## src/rtl/jss_pkg.sv

```systemverilog
// shared types, constants and control store for the joystick and slider scan scaler
package jss_pkg;

	localparam int SAMPLE_BITS_DEF = 8;
	localparam int CFG_IDX_W       = 3;
	localparam int CFG_DATA_W      = 16;
	localparam int SPAN_W          = 8;
	localparam int DZ_W            = 16;
	localparam int VAL_W           = 17;
	localparam int SCALE_NUM       = 200;
	localparam int SLIDER_BIAS     = 100;
	localparam int VAL_MAX         = 65535;
	localparam int VAL_MIN         = -65536;

	typedef enum logic [1:0] {
		CH_JOY_X = 2'd0,
		CH_JOY_Y = 2'd1,
		CH_LEFT  = 2'd2,
		CH_RIGHT = 2'd3
	} chan_t;

	typedef enum logic [2:0] {
		DIR_NEUTRAL = 3'd0,
		DIR_LEFT    = 3'd1,
		DIR_RIGHT   = 3'd2,
		DIR_UP      = 3'd3,
		DIR_DOWN    = 3'd4
	} dir_t;

	typedef enum logic [CFG_IDX_W-1:0] {
		REG_X_CENTER    = 3'd0,
		REG_Y_CENTER    = 3'd1,
		REG_X_SPAN      = 3'd2,
		REG_Y_SPAN      = 3'd3,
		REG_LEFT_SPAN   = 3'd4,
		REG_RIGHT_SPAN  = 3'd5,
		REG_X_DEAD_ZONE = 3'd6,
		REG_Y_DEAD_ZONE = 3'd7
	} reg_idx_t;

	// microcode
	typedef logic [2:0] upc_t;

	localparam upc_t STEP_WAIT = 3'd0;
	localparam upc_t STEP_LOAD = 3'd1;
	localparam upc_t STEP_DIV  = 3'd2;
	localparam upc_t STEP_FIX  = 3'd3;
	localparam upc_t STEP_EMIT = 3'd4;

	typedef enum logic [2:0] {
		COND_NEVER,
		COND_IN_TAKEN,
		COND_CNT_MORE,
		COND_OUT_FREE,
		COND_ALWAYS
	} cond_t;

	typedef struct packed {
		logic  in_rdy;
		logic  load;
		logic  div_step;
		logic  fix;
		logic  emit;
		logic  hold;
		cond_t cond;
		upc_t  target;
	} ctl_word_t;

	function automatic ctl_word_t ucode(input upc_t step);
		ctl_word_t w;
		w = '{in_rdy: 1'b0, load: 1'b0, div_step: 1'b0, fix: 1'b0, emit: 1'b0,
			hold: 1'b0, cond: COND_ALWAYS, target: STEP_WAIT};
		case (step)
			STEP_WAIT: begin
				w.in_rdy = 1'b1;
				w.hold   = 1'b1;
				w.cond   = COND_IN_TAKEN;
				w.target = STEP_LOAD;
			end
			STEP_LOAD: begin
				w.load = 1'b1;
				w.cond = COND_NEVER;
			end
			STEP_DIV: begin
				w.div_step = 1'b1;
				w.cond     = COND_CNT_MORE;
				w.target   = STEP_DIV;
			end
			STEP_FIX: begin
				w.fix  = 1'b1;
				w.cond = COND_NEVER;
			end
			STEP_EMIT: begin
				w.emit   = 1'b1;
				w.hold   = 1'b1;
				w.cond   = COND_OUT_FREE;
				w.target = STEP_WAIT;
			end
			default: begin
				w.cond   = COND_ALWAYS;
				w.target = STEP_WAIT;
			end
		endcase
		return w;
	endfunction

endpackage

```

## src/rtl/jss_if.sv

```systemverilog
// valid/ready channel interfaces for samples and scaled results
interface jss_sample_if #(
	parameter int SAMPLE_BITS = jss_pkg::SAMPLE_BITS_DEF
);
	logic                   valid;
	logic                   ready;
	logic [SAMPLE_BITS-1:0] sample;

	modport source (output valid, output sample, input ready);
	modport sink (input valid, input sample, output ready);
endinterface

interface jss_result_if;
	logic                            valid;
	logic                            ready;
	logic [1:0]                      channel;
	logic signed [jss_pkg::VAL_W-1:0] scaled;
	logic [1:0]                      next_channel;
	logic [2:0]                      direction;

	modport source (output valid, output channel, output scaled, output next_channel,
		output direction, input ready);
	modport sink (input valid, input channel, input scaled, input next_channel,
		input direction, output ready);
endinterface

```

## src/rtl/joystick_slider_scan_scaler.sv

```systemverilog
// joystick and slider scan scaler: microcoded sequencer with bit-serial divider
// one sample is in work at a time, taken only in the wait step; the pace is set by the
//   restoring divider, which retires one quotient bit per cycle
// the output register holds a result until taken; the next sample is accepted meanwhile
// reset (arst_n low): phase joystick X, positions zero, registers to defaults, output empty
module joystick_slider_scan_scaler #(
	parameter int SAMPLE_BITS = jss_pkg::SAMPLE_BITS_DEF
) (
	input  logic                               clk,
	input  logic                               arst_n,
	jss_sample_if.sink                         samples,
	jss_result_if.source                       results,
	input  logic                               cfg_we,
	input  logic [jss_pkg::CFG_IDX_W-1:0]      cfg_idx,
	input  logic [jss_pkg::CFG_DATA_W-1:0]     cfg_wdata
);

	localparam int MAG_BITS = SAMPLE_BITS + 8;
	localparam int WIDE_W   = MAG_BITS + 2;
	localparam int CNT_W    = $clog2(MAG_BITS);
	localparam int SW       = jss_pkg::SPAN_W;
	localparam int VW       = jss_pkg::VAL_W;

	localparam logic signed [WIDE_W-1:0] WIDE_MAX  = WIDE_W'(jss_pkg::VAL_MAX);
	localparam logic signed [WIDE_W-1:0] WIDE_MIN  = WIDE_W'(jss_pkg::VAL_MIN);
	localparam logic signed [WIDE_W-1:0] WIDE_BIAS = WIDE_W'(jss_pkg::SLIDER_BIAS);

	// configuration registers
	logic [SW-1:0]              x_center_q, y_center_q;
	logic [SW-1:0]              x_span_q, y_span_q, left_span_q, right_span_q;
	logic [jss_pkg::DZ_W-1:0]   x_dz_q, y_dz_q;

	// sequencer and datapath state
	jss_pkg::upc_t              upc_q;
	jss_pkg::ctl_word_t         ctl;
	logic [1:0]                 phase_q;
	logic [1:0]                 ch_q;
	logic [SAMPLE_BITS-1:0]     sample_q;
	logic                       neg_q;
	logic [MAG_BITS-1:0]        quo_q;
	logic [SW-1:0]              rem_q;
	logic [SW-1:0]              div_q;
	logic [CNT_W-1:0]           cnt_q;
	logic signed [VW-1:0]       x_pos_q, y_pos_q;
	logic signed [VW-1:0]       val_q;

	// output register
	logic                       out_vld_q;
	logic [1:0]                 out_ch_q, out_next_q;
	logic signed [VW-1:0]       out_val_q;
	logic [2:0]                 out_dir_q;

	logic                       in_take;
	logic                       out_free;
	logic                       cond_hit;
	logic                       emit_fire;
	jss_pkg::upc_t              upc_d;

	logic                       is_joy;
	logic [SW-1:0]              ctr;
	logic [SW-1:0]              span;
	logic [SAMPLE_BITS:0]       diff;
	logic                       neg_d;
	logic [SAMPLE_BITS:0]       mag_full;
	logic [MAG_BITS-1:0]        num;

	logic [SW:0]                rem_sh;
	logic [SW:0]                trial;
	logic                       ge;

	logic signed [WIDE_W-1:0]   q_wide;
	logic signed [WIDE_W-1:0]   signed_q;
	logic signed [WIDE_W-1:0]   biased;
	logic signed [VW-1:0]       sat_val;

	logic [VW-1:0]              ax, ay;
	logic [2:0]                 dir_d;

	assign ctl       = jss_pkg::ucode(upc_q);
	assign samples.ready = ctl.in_rdy;
	assign in_take   = samples.valid && ctl.in_rdy;
	assign out_free  = !out_vld_q || results.ready;
	assign emit_fire = ctl.emit && out_free;

	// next step
	always_comb begin
		case (ctl.cond)
			jss_pkg::COND_NEVER:    cond_hit = 1'b0;
			jss_pkg::COND_IN_TAKEN: cond_hit = samples.valid;
			jss_pkg::COND_CNT_MORE: cond_hit = (cnt_q != '0);
			jss_pkg::COND_OUT_FREE: cond_hit = out_free;
			jss_pkg::COND_ALWAYS:   cond_hit = 1'b1;
			default:                cond_hit = 1'b1;
		endcase
		if (cond_hit) begin
			upc_d = ctl.target;
		end else if (ctl.hold) begin
			upc_d = upc_q;
		end else begin
			upc_d = upc_q + 3'd1;
		end
	end

	// operand setup for the divider
	always_comb begin
		is_joy = (ch_q == jss_pkg::CH_JOY_X) || (ch_q == jss_pkg::CH_JOY_Y);
		case (ch_q)
			jss_pkg::CH_JOY_X: begin
				ctr  = x_center_q;
				span = x_span_q;
			end
			jss_pkg::CH_JOY_Y: begin
				ctr  = y_center_q;
				span = y_span_q;
			end
			jss_pkg::CH_LEFT: begin
				ctr  = '0;
				span = left_span_q;
			end
			default: begin
				ctr  = '0;
				span = right_span_q;
			end
		endcase
		diff     = {1'b0, sample_q} - (SAMPLE_BITS+1)'(ctr);
		neg_d    = is_joy && diff[SAMPLE_BITS];
		mag_full = neg_d ? -diff : diff;
		num      = MAG_BITS'(mag_full[SAMPLE_BITS-1:0]) * MAG_BITS'(jss_pkg::SCALE_NUM);
	end

	// one restoring step
	always_comb begin
		rem_sh = {rem_q, quo_q[MAG_BITS-1]};
		ge     = (rem_sh >= {1'b0, div_q});
		trial  = rem_sh - {1'b0, div_q};
	end

	// sign, slider bias and clamp
	always_comb begin
		q_wide   = $signed(WIDE_W'(quo_q));
		signed_q = neg_q ? -q_wide : q_wide;
		biased   = (ch_q == jss_pkg::CH_LEFT || ch_q == jss_pkg::CH_RIGHT)
			? signed_q - WIDE_BIAS : signed_q;
		if (biased > WIDE_MAX) begin
			sat_val = VW'(WIDE_MAX);
		end else if (biased < WIDE_MIN) begin
			sat_val = VW'(WIDE_MIN);
		end else begin
			sat_val = biased[VW-1:0];
		end
	end

	// dominant axis against its dead zone
	always_comb begin
		ax = x_pos_q[VW-1] ? VW'(-x_pos_q) : VW'(x_pos_q);
		ay = y_pos_q[VW-1] ? VW'(-y_pos_q) : VW'(y_pos_q);
		if (ax >= ay) begin
			if (ax < VW'(x_dz_q)) begin
				dir_d = jss_pkg::DIR_NEUTRAL;
			end else if (x_pos_q[VW-1]) begin
				dir_d = jss_pkg::DIR_LEFT;
			end else begin
				dir_d = jss_pkg::DIR_RIGHT;
			end
		end else begin
			if (ay < VW'(y_dz_q)) begin
				dir_d = jss_pkg::DIR_NEUTRAL;
			end else if (y_pos_q[VW-1]) begin
				dir_d = jss_pkg::DIR_DOWN;
			end else begin
				dir_d = jss_pkg::DIR_UP;
			end
		end
	end

	// control state, configuration and stored positions
	always_ff @(posedge clk or negedge arst_n) begin
		if (!arst_n) begin
			upc_q        <= jss_pkg::STEP_WAIT;
			phase_q      <= jss_pkg::CH_JOY_X;
			out_vld_q    <= 1'b0;
			x_pos_q      <= '0;
			y_pos_q      <= '0;
			x_center_q   <= '0;
			y_center_q   <= '0;
			x_span_q     <= 8'd255;
			y_span_q     <= 8'd255;
			left_span_q  <= 8'd255;
			right_span_q <= 8'd255;
			x_dz_q       <= 16'd10;
			y_dz_q       <= 16'd65;
		end else begin
			upc_q <= upc_d;
			if (in_take) begin
				phase_q <= phase_q + 2'd1;
			end
			if (emit_fire) begin
				out_vld_q <= 1'b1;
			end else if (results.ready) begin
				out_vld_q <= 1'b0;
			end
			if (ctl.fix) begin
				if (ch_q == jss_pkg::CH_JOY_X) begin
					x_pos_q <= sat_val;
				end
				if (ch_q == jss_pkg::CH_JOY_Y) begin
					y_pos_q <= sat_val;
				end
			end
			if (cfg_we) begin
				case (cfg_idx)
					jss_pkg::REG_X_CENTER:    x_center_q   <= cfg_wdata[SW-1:0];
					jss_pkg::REG_Y_CENTER:    y_center_q   <= cfg_wdata[SW-1:0];
					jss_pkg::REG_X_SPAN:      x_span_q     <= cfg_wdata[SW-1:0];
					jss_pkg::REG_Y_SPAN:      y_span_q     <= cfg_wdata[SW-1:0];
					jss_pkg::REG_LEFT_SPAN:   left_span_q  <= cfg_wdata[SW-1:0];
					jss_pkg::REG_RIGHT_SPAN:  right_span_q <= cfg_wdata[SW-1:0];
					jss_pkg::REG_X_DEAD_ZONE: x_dz_q       <= cfg_wdata;
					jss_pkg::REG_Y_DEAD_ZONE: y_dz_q       <= cfg_wdata;
					default: ;
				endcase
			end
		end
	end

	// datapath payload
	always_ff @(posedge clk) begin
		if (in_take) begin
			sample_q <= samples.sample;
			ch_q     <= phase_q;
		end
		if (ctl.load) begin
			neg_q <= neg_d;
			quo_q <= num;
			rem_q <= '0;
			div_q <= (span == '0) ? SW'(1) : span;
			cnt_q <= CNT_W'(MAG_BITS - 1);
		end
		if (ctl.div_step) begin
			quo_q <= {quo_q[MAG_BITS-2:0], ge};
			rem_q <= ge ? trial[SW-1:0] : rem_sh[SW-1:0];
			cnt_q <= cnt_q - CNT_W'(1);
		end
		if (ctl.fix) begin
			val_q <= sat_val;
		end
		if (emit_fire) begin
			out_ch_q   <= ch_q;
			out_val_q  <= val_q;
			out_next_q <= phase_q;
			out_dir_q  <= dir_d;
		end
	end

	assign results.valid        = out_vld_q;
	assign results.channel      = out_ch_q;
	assign results.scaled       = out_val_q;
	assign results.next_channel = out_next_q;
	assign results.direction    = out_dir_q;

endmodule

```

## src/flat_wrapper.sv

```systemverilog
// flat-port wrapper written by rule: the top's interface ports become plain ports
module joystick_slider_scan_scaler_flat 
#(
	parameter int SAMPLE_BITS = jss_pkg::SAMPLE_BITS_DEF
)
  (clk, arst_n, cfg_we, cfg_idx, cfg_wdata, samples_valid, samples_sample, samples_ready, results_valid, results_channel, results_scaled, results_next_channel, results_direction, results_ready);
  jss_sample_if #(.SAMPLE_BITS(SAMPLE_BITS)) samples_i ();
  jss_result_if results_i ();
  input  logic clk;
  input  logic arst_n;
  input  logic cfg_we;
  input  logic [jss_pkg::CFG_IDX_W-1:0] cfg_idx;
  input  logic [jss_pkg::CFG_DATA_W-1:0] cfg_wdata;
  input wire logic [$bits(samples_i.valid)-1:0] samples_valid;
  input wire logic [$bits(samples_i.sample)-1:0] samples_sample;
  output wire logic [$bits(samples_i.ready)-1:0] samples_ready;
  output wire logic [$bits(results_i.valid)-1:0] results_valid;
  output wire logic [$bits(results_i.channel)-1:0] results_channel;
  output wire logic [$bits(results_i.scaled)-1:0] results_scaled;
  output wire logic [$bits(results_i.next_channel)-1:0] results_next_channel;
  output wire logic [$bits(results_i.direction)-1:0] results_direction;
  input wire logic [$bits(results_i.ready)-1:0] results_ready;
  assign samples_i.valid = samples_valid;
  assign samples_i.sample = samples_sample;
  assign samples_ready = samples_i.ready;
  assign results_valid = results_i.valid;
  assign results_channel = results_i.channel;
  assign results_scaled = results_i.scaled;
  assign results_next_channel = results_i.next_channel;
  assign results_direction = results_i.direction;
  assign results_i.ready = results_ready;
  joystick_slider_scan_scaler #(.SAMPLE_BITS(SAMPLE_BITS)) u_core (.clk(clk), .arst_n(arst_n), .samples(samples_i), .results(results_i), .cfg_we(cfg_we), .cfg_idx(cfg_idx), .cfg_wdata(cfg_wdata));
endmodule
```

## config.mk

```make
export PLATFORM = sky130hd
export DESIGN_NAME = joystick_slider_scan_scaler_flat
export DESIGN_NICKNAME = d
export VERILOG_FILES = /design/src/rtl/jss_pkg.sv /design/src/rtl/jss_if.sv /design/src/rtl/joystick_slider_scan_scaler.sv /design/src/flat_wrapper.sv
export SDC_FILE = /design/constraint.sdc
export NUM_CORES = 1
export LEC_CHECK = 0
export BUFFER_PORTS_ARGS = -buffer_cell sky130_fd_sc_hd__buf_2
export CAP_MARGIN = 10
export CORE_MARGIN = 2
export CORE_UTILIZATION = 60
export DETAILED_ROUTE_END_ITERATION = 6
export HOLD_SLACK_MARGIN = 0.15
export PLACE_DENSITY = 0.78
export SLEW_MARGIN = 20
export SYNTH_ARGS = -nofsm -noshare
export SYNTH_HDL_FRONTEND = slang
export SYNTH_SLANG_ARGS = --single-unit
```

## constraint.sdc

```tcl
create_clock -name clk -period 7.65 [get_ports clk]
set_input_delay 1.1475 -clock clk [delete_from_list [all_inputs] [get_ports clk]]
set_output_delay 1.1475 -clock clk [all_outputs]
set_load 0.02 [all_outputs]
```

# Yosys cells after proc, flatten, opt, wreduce, memory -nomap -nowiden
# Cells that the tools add are included.
# totals
mem_bits_ro,0
out_inout_bits,26
regBits,208
latch_bits,0
memories,0
in_bits,32
ramBits,0
elab_cells,121
# classes
order_cmp,6
div_mod_pow,0
multipliers,1
eq_ne,18
bitwise,0
n_reduce_logical,27
n_shift,0
add_sub_neg,10
mux,34
# ops
operator,n
$mux W17,4
$mux W18,2
$lt A17 B16 Y1,2
$neg A17 Y17,2
$mux W16,2
$mux W8,4
$pmux W8 S3,1
$reduce_and A2 Y1,10
$eq A3 B2 Y1 const B,6
$gt A18 B17 Y1 const B,1
$lt A18 B17 Y1 const B,1
$mux W3,6
$neg A16 Y18,1
$sub A18 B8 Y18 const B,1
$ge A17 B17 Y1,1
$pmux W8 S2,1
$eq A3 B3 Y1 const B,5
$mul A8 B5 Y13 const B,1
$pmux W3 S4,1
$eq A3 B1 Y1 const B,3
$ge A9 B8 Y1,1
$logic_not A3 Y1,3
$sub A8 B8 Y9,1
$logic_not A8 Y1,1
20 further kinds,35

# Logic depth before layout (Yosys ltp)
# logic_depth
depth_word,8
ltp_mapped,26
depth_no_buf,24

# Least setup slack after synthesis
# No wires, ideal clock.
# synth_path
kind,flip-flop to flip-flop
startpoint,register u_core.ch_q[0]
endpoint,"register u_core.quo_q[15], data pin"
path_stages_with_launch,24
t_required_ps,7386
setup_time_ps,264
period_less_slack_ps,5791
path_buffers,2
path_slack_ps,1859
t_arrival_ps,5527
cell_sequence,edfxtp_1 -> clkbuf_1 -> clkbuf_1 -> mux2i_1 -> nor2_1 -> ha_1 -> fa_1 -> xor2_1 -> and3_1 -> o221ai_1 -> a211oi_1 -> o21ai_0 -> a211o_1 -> or2_2 -> fa_1 -> inv_1 -> ha_1 -> a21oi_1 -> o21bai_1 -> a21oi_1 -> o21ai_0 -> nor2_1 -> o21ai_0 -> nor3b_1
# synth_via
elab_chain_cells,8
word_cells_on_any_way,11
classes_between,add/sub (2); mul (1); eq/ne (1); mux (4); reduce/logical (3)
# synth_lines
item,line,source
from (decl),joystick_slider_scan_scaler.sv:37,logic [1:0] ch_q;
from (signal assigned),joystick_slider_scan_scaler.sv:230,ch_q <= phase_q;
$eq A2 B1 Y1 or $logic_not A2 Y1 (tied branches),"joystick_slider_scan_scaler.sv:106, joystick_slider_scan_scaler.sv:107",
$pmux W8 S2,joystick_slider_scan_scaler.sv:107,case (ch_q)
$sub A8 B8 Y9,joystick_slider_scan_scaler.sv:125,"diff = {1'b0, sample_q} - (SAMPLE_BITS+1)'(ctr);"
$neg A8 Y8 or $logic_and A1 B1 Y1 (tied branches),"joystick_slider_scan_scaler.sv:127, joystick_slider_scan_scaler.sv:126",
$mux W8 (*),joystick_slider_scan_scaler.sv:127,mag_full = neg_d ? -diff : diff;
$mul A8 B5 Y13 (*),joystick_slider_scan_scaler.sv:128,num = MAG_BITS'(mag_full[SAMPLE_BITS-1:0]) * MAG_BITS'(jss_pkg::SCALE_NUM);
$mux W16 (*),joystick_slider_scan_scaler.sv:232,if (ctl.load) begin
$mux W16 (*),joystick_slider_scan_scaler.sv:239,if (ctl.div_step) begin
to (signal assigned),joystick_slider_scan_scaler.sv:234,quo_q <= num;
to (signal assigned),joystick_slider_scan_scaler.sv:240,"quo_q <= {quo_q[MAG_BITS-2:0], ge};"
to (decl),joystick_slider_scan_scaler.sv:40,logic [MAG_BITS-1:0] quo_q;
# Mark *: on every way between the ends. The rest lies on a longest branch, timed or not. The select of a mux whose other input is x is not followed.
# A chain may end at the register's enable or synchronous reset.

# Worst setup path in the final report
# Ends and elaborated chain as after synthesis.

==> flow_summary_export.csv <==
group,metric,value,unit
logic_synthesis,ys_types,82,
logic_synthesis,syn-num-nets,1293,
grt,grt_first_pass_wirelength,44.1,mm
clock_tree,clk_path_buf_depth,3,
drt,viasPerCell,5.84,
logic_synthesis,yosys.area.top_type,"edfxtp_1",
drt,drtIter0Drc,371,
setup_path,reg2reg_slack,1.38,ns
floorplanning,start_util,60.6,%
floorplanning,die_w,149,um
timing,setup_viol,0,
finish,drive_above_1_share,22.7,%
clock_tree,clk_pin_slew,0.05,ns
drt,dr.pass1.iters,5,
logic_synthesis,synthesis.instances,1154,
floorplanning,ios,58,
grt,grt_pass1_vias,8905,
logic_synthesis,mappedNetlistArea,0.0127,sq mm
setup_path,reg2reg_to,"u_core.quo_q[15]$_DFFE_PP_",
setup_path,worstPathMaxFanout,19,
setup_path,critPathCaptureType,"flop",
finish,antenna_cells,0,
setup_path,r2r_cells,21,
grt,overflow,0,
logic_synthesis,synth_area_per_cell,11.0,sq um
place,placed_area,0.0132,sq mm
clock_tree,cts-hold-fix-buffers,0,
timing,worst_pin_slew,1.09,ns
setup_path,r2r_start,"u_core.ch_q[0]$_DFFE_PP_",
finish,syn_to_final_growth,10.5,%
min_path,hp-class,"flop to flop",
clock_tree,cts_buffers,24,
drt,drc_errors,0,
drt,finalWirelength,26.5,mm
drt,final_antenna_net_count,0,
clock_tree,cts_setup_buffers,0,
drt,wl_per_cell,17.7,um
timing,min_period_over_period,82.0,%
floorplanning,die_area,0.0223,sq mm
floorplanning,core.rowCount,53,
logic_synthesis,ys_top_cells_by_area,"edfxtp_1 (21%), dfrtp_1 (17%), ha_1 (10%), mux2_2 (7.9%), dfstp_2 (7.5%)",
grt,antenna_found_initial,0,
clock_tree,cts.sinks,208,
logic_synthesis,ys_ff_latch,208,
finish,fillers,1599,
drt,vias,8741,
logic_synthesis,synth-edff-count,88,
clock_tree,cts-htree-levels,1,
setup_path,worstPathRequired,7.90,ns
timing,fin_skew,0.0144,ns
finish,finalNetCount,1343,
timing,tns,0,ns
logic_synthesis,synth.most_common_cell,"inv_1",
flow_run,maxCapViolCount,0,
timing,slew_viol_final,0,
setup_path,cp-startpoint,"u_core.ch_q[0]$_DFFE_PP_",
place,hpwlAfterDp,19.3,mm
timing,hold_viol,0,
finish,design_area,0.0140,sq mm
grt,grt_max_degree,76,
run_status,outcome,"finished clean",
logic_synthesis,seq_area_frac_synth,45.0,%
setup_path,endpoint,"u_core.quo_q[15]$_DFFE_PP_",
clock_tree,cts_resized,0,
logic_synthesis,yosys_warnings,0,
timing,grt_setup_unrepaired,"false",
logic_synthesis,ys.flop_type,"edfxtp_1",
timing,max_freq,159,MHz
timing,fin_crit,6.27,ns
clock_tree,cts_root_buf,"clkbuf_16",
logic_synthesis,yosys-top-cells-count,"inv_1 (107), ha_1 (103), nand2_1 (94)",
timing,slew_headroom,27.4,%
grt,grt_use_total,24.5,%
floorplanning,die_y,149,um
setup_path,cp-start-kind,"flop",
clock_tree,cts_tree,"done",
clock_tree,clk_latency,0.52,ns
setup_path,worstSetupPathType,"flop to flop",
floorplanning,core-area,0.0209,sq mm
place,io_buffers,57,
setup_path,cp.arrival,6.53,ns
place,routabilityCongestion,0.852,
logic_synthesis,synthArstFlopShare,57.7,%
logic_synthesis,synth_top_area_share,20.9,%
finish,post-route-util,66.9,%
## worst min path at each step
| stage | startpoint | endpoint | slack, ns | depth (start not counted) |
|---|---|---|---|---|
| 2_1_floorplan | u_core.val_q[0]$_DFFE_PP_ | u_core.results.scaled[0]$_DFFE_PP_ | 0.40 | 0 |
| 3_3_place_gp | u_core.val_q[3]$_DFFE_PP_ | u_core.results.scaled[3]$_DFFE_PP_ | 0.40 | 0 |
| 3_5_place_dp | u_core.val_q[9]$_DFFE_PP_ | u_core.results.scaled[9]$_DFFE_PP_ | 0.41 | 0 |
| 4_1_cts | u_core.val_q[1]$_DFFE_PP_ | u_core.results.scaled[1]$_DFFE_PP_ | 0.42 | 0 |
| 5_1_grt | u_core.val_q[1]$_DFFE_PP_ | u_core.results.scaled[1]$_DFFE_PP_ | 0.42 | 0 |
| 6_report | u_core.val_q[9]$_DFFE_PP_ | u_core.results.scaled[9]$_DFFE_PP_ | 0.42 | 0 |
## cell families (layout without fill, tap and decap cells)
family | count (synthesis) | count (layout) | synth area share [%]
flops | 208 | 208 | 45.0
buf+inv | 151 | 219 | 4.82
mux | 103 | 103 | 9.82
fa+ha+maj | 117 | 117 | 11.8
compound gates | 223 | 223 | 11.8
xor+xnor | 77 | 77 | 5.45
simple gates | 275 | 275 | 11.4
## area by class of cell
type / count / area [sq um] / area share, %
multi-input cells: 795 / 6360 / 45.5
flip-flops and latches: 208 / 5690 / 40.7
clock buffers: 38 / 758 / 5.42
inverters: 109 / 409 / 2.93
repair buffers: 66 / 359 / 2.57
well taps: 275 / 344 / 2.46
clock inverters: 6 / 58.8 / 0.421
## sequential cells by signal (all words and copies together) (netlist names), 2 cells and up
| name | cells |
|---|---|
| u_core.rem_q | 8 |
| u_core.results.next_channel | 2 |
| u_core.phase_q | 2 |
| u_core.results.direction | 3 |
| u_core.x_span_q | 8 |
| u_core.x_center_q | 8 |
| u_core.y_center_q | 8 |
| u_core.y_span_q | 8 |
| u_core.right_span_q | 8 |
| u_core.y_dz_q | 16 |
| u_core.x_pos_q | 17 |
| u_core.results.scaled | 17 |
| u_core.sample_q | 8 |
| u_core.left_span_q | 8 |
| u_core.upc_q | 3 |
| u_core.cnt_q | 4 |
| u_core.val_q | 17 |
| u_core.results.channel | 2 |
| u_core.div_q | 8 |
| u_core.x_dz_q | 16 |
| u_core.quo_q | 16 |
| u_core.y_pos_q | 17 |
| u_core.ch_q | 2 |
## per-layer routing
layer	wire, um	track usage [%]	share of wire [%]
met5	0	0	0
met2	13400	43.7	51
met3	940	3.21	3.6
met4	643	7.00	2.4
met1	11500	31.5	43
## worst max-delay path: stages, from the launching register on
cell      delay (ns)
edfxtp_1        0.98
mux2i_1         0.27
nor2_1          0.06
ha_1            0.22
fa_1            0.42
xor2_1          0.35
and3_1          0.23
o221ai_1        0.14
a211oi_1        0.45
o21ai_0         0.21
a211o_1         0.36
or2_2           0.34
fa_1            0.53
inv_1           0.04
ha_1            0.30
a21oi_1         0.21
o21bai_1        0.09
a21oi_1         0.22
o21ai_0         0.17
nor2_1          0.16
o21ai_0         0.11
nor3b_1         0.15
## layout by cell type (no fill, tap or decap), drive strengths merged, types with 10 or more instances in the layout
| master | n |
|---|---|
| mux2 | 89 |
| nor2 | 54 |
| ha | 103 |
| dfrtp | 84 |
| edfxtp | 88 |
| inv | 109 |
| a21oi | 44 |
| clkbuf | 38 |
| nor3 | 17 |
| nand2b | 13 |
| buf | 66 |
| nor2b | 12 |
| nand2 | 94 |
| o31ai | 21 |
| o21ai | 70 |
| xor2 | 21 |
| xnor2 | 56 |
| maj3 | 10 |
| a21o | 19 |
| nand3 | 16 |
| nor4 | 10 |
| nand4 | 11 |
| dfstp | 36 |
## metrics by stage
step	hold slack [ns]	std cells	setup slack (ns)
finish	0.417	1497	1.38
global route	0.424	1497	0.833
CTS	0.418	1496	1.41
detailed placement	0.405	1452	1.44
global placement	0.401	1452	1.67
floorplan	0.400	1154	1.86
Power is not shown: default switching activity piles up to over one toggle a cycle in this logic, so the estimate is an artifact.
